### config.mk
export PLATFORM = sky130hd
export DESIGN_NAME = calendar_date_step_and_weekday_unit
export DESIGN_NICKNAME = d
export VERILOG_FILES = /design/src/rtl/cdsw_pkg.sv /design/src/rtl/calendar_date_step_and_weekday_unit.sv /design/src/rtl/cdsw_front.sv /design/src/rtl/cdsw_weekday.sv /design/src/rtl/cdsw_step.sv
export SDC_FILE = /design/constraint.sdc
export NUM_CORES = 1
export LEC_CHECK = 0
export ABC_AREA = 1
export BUFFER_PORTS_ARGS = -buffer_cell sky130_fd_sc_hd__buf_2
export CORE_MARGIN = 2
export CORE_UTILIZATION = 47
export CTS_CLUSTER_SIZE = 30
export DETAILED_ROUTE_END_ITERATION = 10
export PLACE_DENSITY = 0.67
export SYNTH_ARGS = -nofsm -noshare
export SYNTH_HDL_FRONTEND = slang
export SYNTH_HIERARCHICAL = 1
export SYNTH_SLANG_ARGS = --single-unit
### constraint.sdc
create_clock -name clk -period 3.7 [get_ports clk]
set_input_delay 0.37 -clock clk [delete_from_list [all_inputs] [get_ports clk]]
set_output_delay 0.37 -clock clk [all_outputs]
set_load 0.01 [all_outputs]
### src/rtl/cdsw_pkg.sv
// ----------------------------------------------------------------------------
// cdsw_pkg: shared types, constants and calendar functions
// Beat formats, operation codes and the small calendar tables used by the
// date step and weekday pipeline.
// ----------------------------------------------------------------------------
package cdsw_pkg;

	localparam logic [1:0] OP_ADD_DAY    = 2'd0;
	localparam logic [1:0] OP_ADD_MONTH  = 2'd1;
	localparam logic [1:0] OP_ADD_YEAR   = 2'd2;
	localparam logic [1:0] OP_NEXT_MONDAY = 2'd3;

	localparam logic [13:0] YEAR_MIN = 14'd1970;
	localparam logic [13:0] YEAR_MAX = 14'd9999;

	// floor(x / 100) == (x * 5243) >> 19 for every 14-bit x.
	localparam logic [12:0] RECIP_100       = 13'd5243;
	localparam int unsigned RECIP_100_SHIFT = 19;
	// floor(x / 7) == (x * 18726) >> 17 for every x below 13110.
	localparam logic [14:0] RECIP_7         = 15'd18726;
	localparam int unsigned RECIP_7_SHIFT   = 17;

	typedef struct packed {
		logic [1:0]  operation;
		logic [13:0] in_year;
		logic [3:0]  in_month;
		logic [4:0]  in_day;
	} cmd_t;

	typedef struct packed {
		logic [13:0] out_year;
		logic [3:0]  out_month;
		logic [4:0]  out_day;
		logic [2:0]  weekday;
		logic        error;
	} res_t;

	// Front end to weekday stages.
	typedef struct packed {
		cmd_t        cmd;
		logic        leap;
		logic        ok;
		logic [14:0] wsum;
	} front_t;

	// Weekday stages to date step stage.
	typedef struct packed {
		cmd_t       cmd;
		logic       leap;
		logic       ok;
		logic [2:0] wd;
		logic [2:0] delta;
	} wkd_t;

	function automatic logic [2:0] month_offset(input logic [3:0] m);
		logic [2:0] r;
		unique case (m)
			4'd1:    r = 3'd0;
			4'd2:    r = 3'd3;
			4'd3:    r = 3'd2;
			4'd4:    r = 3'd5;
			4'd5:    r = 3'd0;
			4'd6:    r = 3'd3;
			4'd7:    r = 3'd5;
			4'd8:    r = 3'd1;
			4'd9:    r = 3'd4;
			4'd10:   r = 3'd6;
			4'd11:   r = 3'd2;
			4'd12:   r = 3'd4;
			default: r = 3'd0;
		endcase
		return r;
	endfunction

	function automatic logic [4:0] month_len(input logic [3:0] m, input logic leap);
		logic [4:0] r;
		unique case (m)
			4'd2:                      r = leap ? 5'd29 : 5'd28;
			4'd4, 4'd6, 4'd9, 4'd11:   r = 5'd30;
			default:                   r = 5'd31;
		endcase
		return r;
	endfunction

	// Days to the next Monday; a Monday moves a full week.
	function automatic logic [2:0] monday_delta(input logic [2:0] wd);
		logic [2:0] r;
		unique case (wd)
			3'd0:    r = 3'd1;
			3'd1:    r = 3'd7;
			3'd2:    r = 3'd6;
			3'd3:    r = 3'd5;
			3'd4:    r = 3'd4;
			3'd5:    r = 3'd3;
			3'd6:    r = 3'd2;
			default: r = 3'd1;
		endcase
		return r;
	endfunction

endpackage

### src/rtl/calendar_date_step_and_weekday_unit.sv
// ----------------------------------------------------------------------------
// calendar_date_step_and_weekday_unit: Gregorian date step and weekday
// Steps a date by a day, a month, a year or to the next Monday, and gives
// the weekday of the input date, in a five-stage pipeline.
//
//   channel   beat              handshake             direction
//   command   cmd (cmd_t)       start && !busy        in
//   result    res (res_t)       done, one cycle       out
//
// One command beat is taken every cycle; busy stays low.
// Each result leaves stage 5 in command order.
// The two reciprocal multiplications (by 1/100 and 1/7) each own a stage.
// Reset clears the stage valid bits only; no clearing pass is needed.
// The receiver cannot stall, so nothing holds the pipeline.
// ----------------------------------------------------------------------------
module calendar_date_step_and_weekday_unit (
	input  logic            clk,
	input  logic            arst_n,
	input  logic            start,
	input  cdsw_pkg::cmd_t  cmd,
	output logic            busy,
	output logic            done,
	output cdsw_pkg::res_t  res
);
	import cdsw_pkg::*;

	logic   valid_s2;
	front_t fr_s2;
	logic   valid_s4;
	wkd_t   wk_s4;

	assign busy = 1'b0;

	cdsw_front u_front (
		.clk      (clk),
		.arst_n   (arst_n),
		.in_valid (start && !busy),
		.cmd      (cmd),
		.valid_s2 (valid_s2),
		.fr_s2    (fr_s2)
	);

	cdsw_weekday u_weekday (
		.clk      (clk),
		.arst_n   (arst_n),
		.valid_s2 (valid_s2),
		.fr_s2    (fr_s2),
		.valid_s4 (valid_s4),
		.wk_s4    (wk_s4)
	);

	cdsw_step u_step (
		.clk      (clk),
		.arst_n   (arst_n),
		.valid_s4 (valid_s4),
		.wk_s4    (wk_s4),
		.done     (done),
		.res      (res)
	);

	a_latency: assert property (@(posedge clk) disable iff (!arst_n)
		done |-> $past(start, 5))
		else $error("result beat without a command five cycles before");

	a_echo_on_error: assert property (@(posedge clk) disable iff (!arst_n)
		done && res.error |-> res.out_year == $past(cmd.in_year, 5) &&
		res.out_month == $past(cmd.in_month, 5) && res.out_day == $past(cmd.in_day, 5))
		else $error("error result does not echo the command date");

	a_year_step: assert property (@(posedge clk) disable iff (!arst_n)
		done && !res.error |-> res.out_year == $past(cmd.in_year, 5) ||
		res.out_year == $past(cmd.in_year, 5) + 14'd1)
		else $error("result year moved by more than one");

endmodule

### src/rtl/cdsw_front.sv
// ----------------------------------------------------------------------------
// cdsw_front: input stages
// Stage 1 divides the year by 100 by reciprocal multiplication. Stage 2
// derives the leap flag, checks the date and forms the weekday sum.
// ----------------------------------------------------------------------------
module cdsw_front (
	input  logic              clk,
	input  logic              arst_n,
	input  logic              in_valid,
	input  cdsw_pkg::cmd_t    cmd,
	output logic              valid_s2,
	output cdsw_pkg::front_t  fr_s2
);
	import cdsw_pkg::*;

	logic        valid_s1;
	cmd_t        cmd_s1;
	logic [13:0] yy_s1;
	logic [7:0]  q100y_s1;
	logic [7:0]  q100yy_s1;

	logic [13:0] yy;
	logic [26:0] prod_y;
	logic [26:0] prod_yy;

	// Years of January and February count with the previous year.
	assign yy      = (cmd.in_month < 4'd3) ? cmd.in_year - 14'd1 : cmd.in_year;
	assign prod_y  = 27'(cmd.in_year) * 27'(RECIP_100);
	assign prod_yy = 27'(yy) * 27'(RECIP_100);

	always_ff @(posedge clk or negedge arst_n) begin
		if (!arst_n) begin
			valid_s1 <= 1'b0;
		end else begin
			valid_s1 <= in_valid;
		end
	end

	always_ff @(posedge clk) begin
		if (in_valid) begin
			cmd_s1    <= cmd;
			yy_s1     <= yy;
			q100y_s1  <= prod_y[RECIP_100_SHIFT +: 8];
			q100yy_s1 <= prod_yy[RECIP_100_SHIFT +: 8];
		end
	end

	logic       leap;
	logic       div100;
	logic [4:0] mlen;
	logic       ok;
	logic [14:0] wsum;

	always_comb begin
		div100 = (15'(cmd_s1.in_year) == 15'(q100y_s1) * 15'd100);
		leap   = (cmd_s1.in_year[1:0] == 2'd0) && (!div100 || (q100y_s1[1:0] == 2'd0));
		mlen   = month_len(cmd_s1.in_month, leap);
		ok     = (cmd_s1.in_year >= YEAR_MIN) && (cmd_s1.in_year <= YEAR_MAX) &&
		         (cmd_s1.in_month >= 4'd1) && (cmd_s1.in_month <= 4'd12) &&
		         (cmd_s1.in_day >= 5'd1) && (cmd_s1.in_day <= mlen);
		wsum   = 15'(yy_s1) + 15'(yy_s1[13:2]) - 15'(q100yy_s1) + 15'(q100yy_s1[7:2]) +
		         15'(month_offset(cmd_s1.in_month)) + 15'(cmd_s1.in_day);
	end

	always_ff @(posedge clk or negedge arst_n) begin
		if (!arst_n) begin
			valid_s2 <= 1'b0;
		end else begin
			valid_s2 <= valid_s1;
		end
	end

	always_ff @(posedge clk) begin
		if (valid_s1) begin
			fr_s2.cmd  <= cmd_s1;
			fr_s2.leap <= leap;
			fr_s2.ok   <= ok;
			fr_s2.wsum <= wsum;
		end
	end

endmodule

### src/rtl/cdsw_weekday.sv
// ----------------------------------------------------------------------------
// cdsw_weekday: weekday stages
// Stage 3 divides the weekday sum by 7 through a reciprocal product. Stage 4
// takes the remainder and the day step: one for OP_ADD_DAY, else the distance to the next Monday.
// ----------------------------------------------------------------------------
module cdsw_weekday (
	input  logic              clk,
	input  logic              arst_n,
	input  logic              valid_s2,
	input  cdsw_pkg::front_t  fr_s2,
	output logic              valid_s4,
	output cdsw_pkg::wkd_t    wk_s4
);
	import cdsw_pkg::*;

	logic        valid_s3;
	front_t      fr_s3;
	logic [12:0] q7_s3;
	logic [29:0] prod7;

	assign prod7 = 30'(fr_s2.wsum) * 30'(RECIP_7);

	always_ff @(posedge clk or negedge arst_n) begin
		if (!arst_n) begin
			valid_s3 <= 1'b0;
			valid_s4 <= 1'b0;
		end else begin
			valid_s3 <= valid_s2;
			valid_s4 <= valid_s3;
		end
	end

	always_ff @(posedge clk) begin
		if (valid_s2) begin
			fr_s3 <= fr_s2;
			q7_s3 <= prod7[RECIP_7_SHIFT +: 13];
		end
	end

	logic [14:0] rem;
	logic [2:0]  wd;

	assign rem = fr_s3.wsum - 15'(q7_s3) * 15'd7;
	assign wd  = rem[2:0];

	always_ff @(posedge clk) begin
		if (valid_s3) begin
			wk_s4.cmd   <= fr_s3.cmd;
			wk_s4.leap  <= fr_s3.leap;
			wk_s4.ok    <= fr_s3.ok;
			wk_s4.wd    <= wd;
			wk_s4.delta <= (fr_s3.cmd.operation == OP_ADD_DAY) ? 3'd1 : monday_delta(wd);
		end
	end

endmodule

### src/rtl/cdsw_step.sv
// ----------------------------------------------------------------------------
// cdsw_step: date step and result register
// Stage 5 applies the operation, checks the year limit and registers the
// result beat with its strobe.
// ----------------------------------------------------------------------------
module cdsw_step (
	input  logic            clk,
	input  logic            arst_n,
	input  logic            valid_s4,
	input  cdsw_pkg::wkd_t  wk_s4,
	output logic            done,
	output cdsw_pkg::res_t  res
);
	import cdsw_pkg::*;

	logic [13:0] y;
	logic [3:0]  m;
	logic [4:0]  d;
	logic [13:0] ny;
	logic [3:0]  nm;
	logic [4:0]  nd;
	logic [4:0]  mlen;
	logic [4:0]  len2;
	logic [5:0]  dsum;
	logic [3:0]  m_next;
	res_t        res_d;

	always_comb begin
		y      = wk_s4.cmd.in_year;
		m      = wk_s4.cmd.in_month;
		d      = wk_s4.cmd.in_day;
		mlen   = month_len(m, wk_s4.leap);
		dsum   = 6'(d) + 6'(wk_s4.delta);
		m_next = (m == 4'd12) ? 4'd1 : m + 4'd1;
		len2   = month_len(m_next, wk_s4.leap);
		ny     = y;
		nm     = m;
		nd     = d;
		unique case (wk_s4.cmd.operation)
			OP_ADD_DAY, OP_NEXT_MONDAY: begin
				// A step of at most a week crosses at most one month end.
				if (dsum <= 6'(mlen)) begin
					nd = dsum[4:0];
				end else begin
					nd = 5'(dsum - 6'(mlen));
					nm = m_next;
					if (m == 4'd12) begin
						ny = y + 14'd1;
					end
				end
			end
			OP_ADD_MONTH: begin
				nm = m_next;
				if (m == 4'd12) begin
					ny = y + 14'd1;
				end
				nd = (d > len2) ? len2 : d;
			end
			OP_ADD_YEAR: begin
				ny = y + 14'd1;
				if (m == 4'd2 && d == 5'd29) begin
					nd = 5'd28;
				end
			end
		endcase

		if (!wk_s4.ok || ny > YEAR_MAX) begin
			res_d.out_year  = y;
			res_d.out_month = m;
			res_d.out_day   = d;
			res_d.weekday   = 3'd0;
			res_d.error     = 1'b1;
		end else begin
			res_d.out_year  = ny;
			res_d.out_month = nm;
			res_d.out_day   = nd;
			res_d.weekday   = wk_s4.wd;
			res_d.error     = 1'b0;
		end
	end

	always_ff @(posedge clk or negedge arst_n) begin
		if (!arst_n) begin
			done <= 1'b0;
		end else begin
			done <= valid_s4;
		end
	end

	always_ff @(posedge clk) begin
		if (valid_s4) begin
			res <= res_d;
		end
	end

	a_date_in_range: assert property (@(posedge clk) disable iff (!arst_n)
		done && !res.error |-> res.out_month >= 4'd1 && res.out_month <= 4'd12 &&
		res.out_day >= 5'd1 && res.out_year >= YEAR_MIN && res.out_year <= YEAR_MAX)
		else $error("stepped date out of range");

	a_error_weekday: assert property (@(posedge clk) disable iff (!arst_n)
		done && res.error |-> res.weekday == 3'd0)
		else $error("weekday not cleared on error");

	a_weekday_range: assert property (@(posedge clk) disable iff (!arst_n)
		done |-> res.weekday <= 3'd6)
		else $error("weekday out of range");

endmodule
==> impl_metrics.env <==
export IMPL_dp_worst_setup_slack_ps=-1960
export IMPL_placedInstanceArea_sq_um=24000
export IMPL_crit_end="u_front/q100yy_s1[3]$_DFFE_PP_"
export IMPL_crit_required_ps=3910
export IMPL_grt_overflow_total=0
export IMPL_post_synth_inst_count=2272
export IMPL_tritoncts="built"
export IMPL_cts_htree_levels=4
export IMPL_number_of_nets_in_the_final_layout=3190
export IMPL_cp_buffers_inverters=7
export IMPL_critical_path_depth=27
export IMPL_synth_net_count=2832
export IMPL_clkTransAtPathRegs_ps=80
export IMPL_synth_seq_cells=198
export IMPL_startpoint_type="input port"
export IMPL_leading_cell_type_in_the_layout_fill_and_taps_excluded="sky130_fd_sc_hd__inv_1"
export IMPL_reg2regPathDepth=15
export IMPL_grt_start_max_net_pins=44
export IMPL_postSynth_topFlopCell="sky130_fd_sc_hd__edfxtp_1"
export IMPL_final_period_utilization=1.36
export IMPL_crit_path_dat_ps=5260
export IMPL_slew_violations=0
export IMPL_critical_path_top_delay_family="adder cells"
export IMPL_routed_top_layer="met4"
export IMPL_max_slew_margin=0.237
export IMPL_maxCapViolCount=0
export IMPL_layout_skew_ps=10.6
export IMPL_die_width_um=215
export IMPL_dr_first_iter_drc_count=721
export IMPL_synth_edf_count=190
export IMPL_setup_repair_after_global_routing_missed_its_margin="yes"
export IMPL_timing_critical_path_slowest_stage_cell="sky130_fd_sc_hd__fa_2"
export IMPL_rr_endpoint="u_weekday/q7_s3[2]$_DFFE_PP_"
export IMPL_synthArstFlopShare=0.0253
export IMPL_synth_cell_area_sq_um=20900
export IMPL_dr_total_vias=16093
export IMPL_synth_lib_cells_used_distinct=56
export IMPL_critPathMaxFanout=6
export IMPL_rr_startpoint="u_front/fr_s2[4]$_DFFE_PP_"
export IMPL_antenna_found_initial=0
export IMPL_insertion_delay_ps=450
export IMPL_clock_fmax_mhz=198
export IMPL_share_of_post_route_cells_with_drive_strength_above_1=0.262
export IMPL_placement_rows=77
export IMPL_layout_cell_area_non_filler_sq_um=26300
export IMPL_routed_wl_mm=47.6
export IMPL_viasPerCell=4.97
export IMPL_place_hpwl_mm=38.7
export IMPL_min_delay_path_class="in2reg"
export IMPL_worst_r2r_setup_slack_ps=-200
export IMPL_dr_wl_met3_mm=1.45
export IMPL_detailed_route_wirelength_on_metal2_mm=25.0
export IMPL_clock_sink_count=198
export IMPL_routedLengthMet1_mm=20.0
export IMPL_worst_slew_pin_slew_ps=1150
export IMPL_outcome="finished, violations left"
export IMPL_synth_sequential_area_ratio=0.282
export IMPL_post_synth_cell_area_avg_sq_um=9.21
export IMPL_tritoncts_num_buffers=17
export IMPL_chipHeight_um=215
export IMPL_antennaDiodeCount=0
export IMPL_final_period_minus_worst_setup_slack_ps=5040
export IMPL_critPathLaunch="cmd[12]"
export IMPL_hp_start="cmd[1]"
export IMPL_violations="negative setup slack"
export IMPL_critical_path_top_cell_by_count="sky130_fd_sc_hd__inv_2"
export IMPL_pin_count=57
export IMPL_max_stage_delay_ps=610
export IMPL_setup_viol=19
export IMPL_drt_pass1_iter_count=7
export IMPL_area_growth_syn_to_layout_pct=25.9
export IMPL_setup_worst_path_class="in2reg"
export IMPL_clockRootBuffer="sky130_fd_sc_hd__clkbuf_16"
export IMPL_synth_warn=6
export IMPL_setup_slack_ps=-1340
export IMPL_drc=0
export IMPL_grt_pass1_wl_mm=78.8
export IMPL_route_antenna_remaining_nets=0
export IMPL_dieArea_sq_um=46200
export IMPL_gr_usage_all_layers=0.210
export IMPL_gp_congestion=0.916
export IMPL_routed_wire_length_per_instance_um=14.7
export IMPL_timing_final_hold_violations=0
export IMPL_start_util=0.475
export IMPL_max_clock_path_buffers=2
export IMPL_setup_worst_path_end_class="flip-flop"
export IMPL_placement_io_buffers=55
export IMPL_most_common_layout_cells="sky130_fd_sc_hd__inv_1, sky130_fd_sc_hd__nand2_1, sky130_fd_sc_hd__ha_1, sky130_fd_sc_hd__buf_4, sky130_fd_sc_hd__edfxtp_1"
export IMPL_final_util=0.598
export IMPL_grt_pass1_vias=16527
export IMPL_floorplan_core_area_sq_um=44000
[worst min-delay path by stage]
stage | depth (start not counted) | to | slack (ps)
after floorplan | 0 | u_front/valid_s1$_DFF_PN0_ | 70
after global placement | 1 | u_step/done$_DFF_PN0_ | 210
after detailed placement | 1 | u_step/done$_DFF_PN0_ | 200
after CTS | 1 | u_front/cmd_s1[1]$_DFFE_PP_ | 60
after global routing | 1 | u_front/cmd_s1[23]$_DFFE_PP_ | 70
final | 1 | u_front/cmd_s1[1]$_DFFE_PP_ | 90
[synth_stat cells (8+ instances only)]
cell / number / area share
sky130_fd_sc_hd__a21o_1: 18 / 0.0065
sky130_fd_sc_hd__a21oi_1: 82 / 0.020
sky130_fd_sc_hd__a31oi_1: 8 / 0.0024
sky130_fd_sc_hd__clkbuf_1: 9 / 0.0016
sky130_fd_sc_hd__edfxtp_1: 190 / 0.27
sky130_fd_sc_hd__fa_1: 180 / 0.17
sky130_fd_sc_hd__ha_1: 352 / 0.21
sky130_fd_sc_hd__inv_1: 505 / 0.091
sky130_fd_sc_hd__inv_2: 10 / 0.0018
sky130_fd_sc_hd__nand2_1: 403 / 0.072
sky130_fd_sc_hd__nand2_2: 9 / 0.0027
sky130_fd_sc_hd__nand3_1: 126 / 0.030
sky130_fd_sc_hd__nand4_1: 17 / 0.0051
sky130_fd_sc_hd__nor2_1: 110 / 0.020
sky130_fd_sc_hd__nor2_2: 10 / 0.0030
sky130_fd_sc_hd__nor3_1: 15 / 0.0036
sky130_fd_sc_hd__o21ai_0: 57 / 0.014
sky130_fd_sc_hd__o21ai_1: 14 / 0.0033
sky130_fd_sc_hd__xnor2_1: 17 / 0.0071
sky130_fd_sc_hd__xor2_1: 43 / 0.018
[worst register-to-register path: cells and delay by family, from the launching register on]
| family | cells | cell delay, ps |
|---|---|---|
| AND/OR/NAND/NOR | 6 | 520 |
| buffers and inverters | 3 | 400 |
| adder cells (fa/ha/maj) | 6 | 2300 |
| flip-flops | 1 | 430 |
[flip-flops by register name, indices dropped and copies added, names as in the netlist, named ones only]
signal / flops
u_front/valid_s2: 1
u_weekday/valid_s4: 1
u_front/valid_s1: 1
u_weekday/fr_s3: 30
u_front/yy_s1: 14
u_front/q100y_s1: 8
u_weekday/q7_s3: 3
u_weekday/valid_s3: 1
u_step/res: 27
u_step/done: 1
u_front/cmd_s1: 25
u_front/q100yy_s1: 8
u_front/fr_s2: 42
u_weekday/wk_s4: 33
[per-layer routing]
layer,vias to the layer above,GRT usage
met4,0,0.0611
met3,71,0.0224
met1,7721,0.256
met5,-,0
li1,8003,-
met2,298,0.391
[logic make-up (layout without fill, tap and decap cells)]
family / Yosys count / after routing / synth area share
adder cells (fa/ha/maj): 532 / 532 / 0.383
XOR/XNOR: 62 / 62 / 0.0272
other: 1 / 1 / 0.000179
flip-flops: 198 / 198 / 0.282
AO/OA/AOI/OAI: 219 / 219 / 0.0600
multiplexers: 1 / 1 / 0.000478
AND/OR/NAND/NOR: 718 / 719 / 0.148
buffers and inverters: 541 / 911 / 0.0995
[layout make-up]
type / count / area, sq um
fillers: 3618 / 17700
multi-input cells: 1534 / 14300
flip-flops and latches: 198 / 5890
repair buffers: 362 / 2780
inverters: 517 / 1960
well taps: 592 / 741
clock buffers: 17 / 425
clock inverters: 15 / 191
[through the flow]
stage / hold WS, ps / instances / TNS [ps]
finish: 91.3 / 3235 / -13630
global route: 71.7 / 3235 / -17190
CTS: 64.5 / 3207 / -11880
detailed placement: 205 / 3150 / -23590
global placement: 207 / 3150 / -22560
floorplan: 74.4 / 2272 / -12510
[repair_timing]
item / in CTS / in global routing
hold buffers: 1 / 0
cloned: 0 / 1
resized for setup: 170 / 130
hold endpoints to repair: 5 / 0
pin swaps: 115 / 89
setup buffers: 24 / 28
setup endpoints to repair: 22 / 51
Power is not shown: default switching activity piles up to over one toggle a cycle in this logic, so the estimate is an artifact.
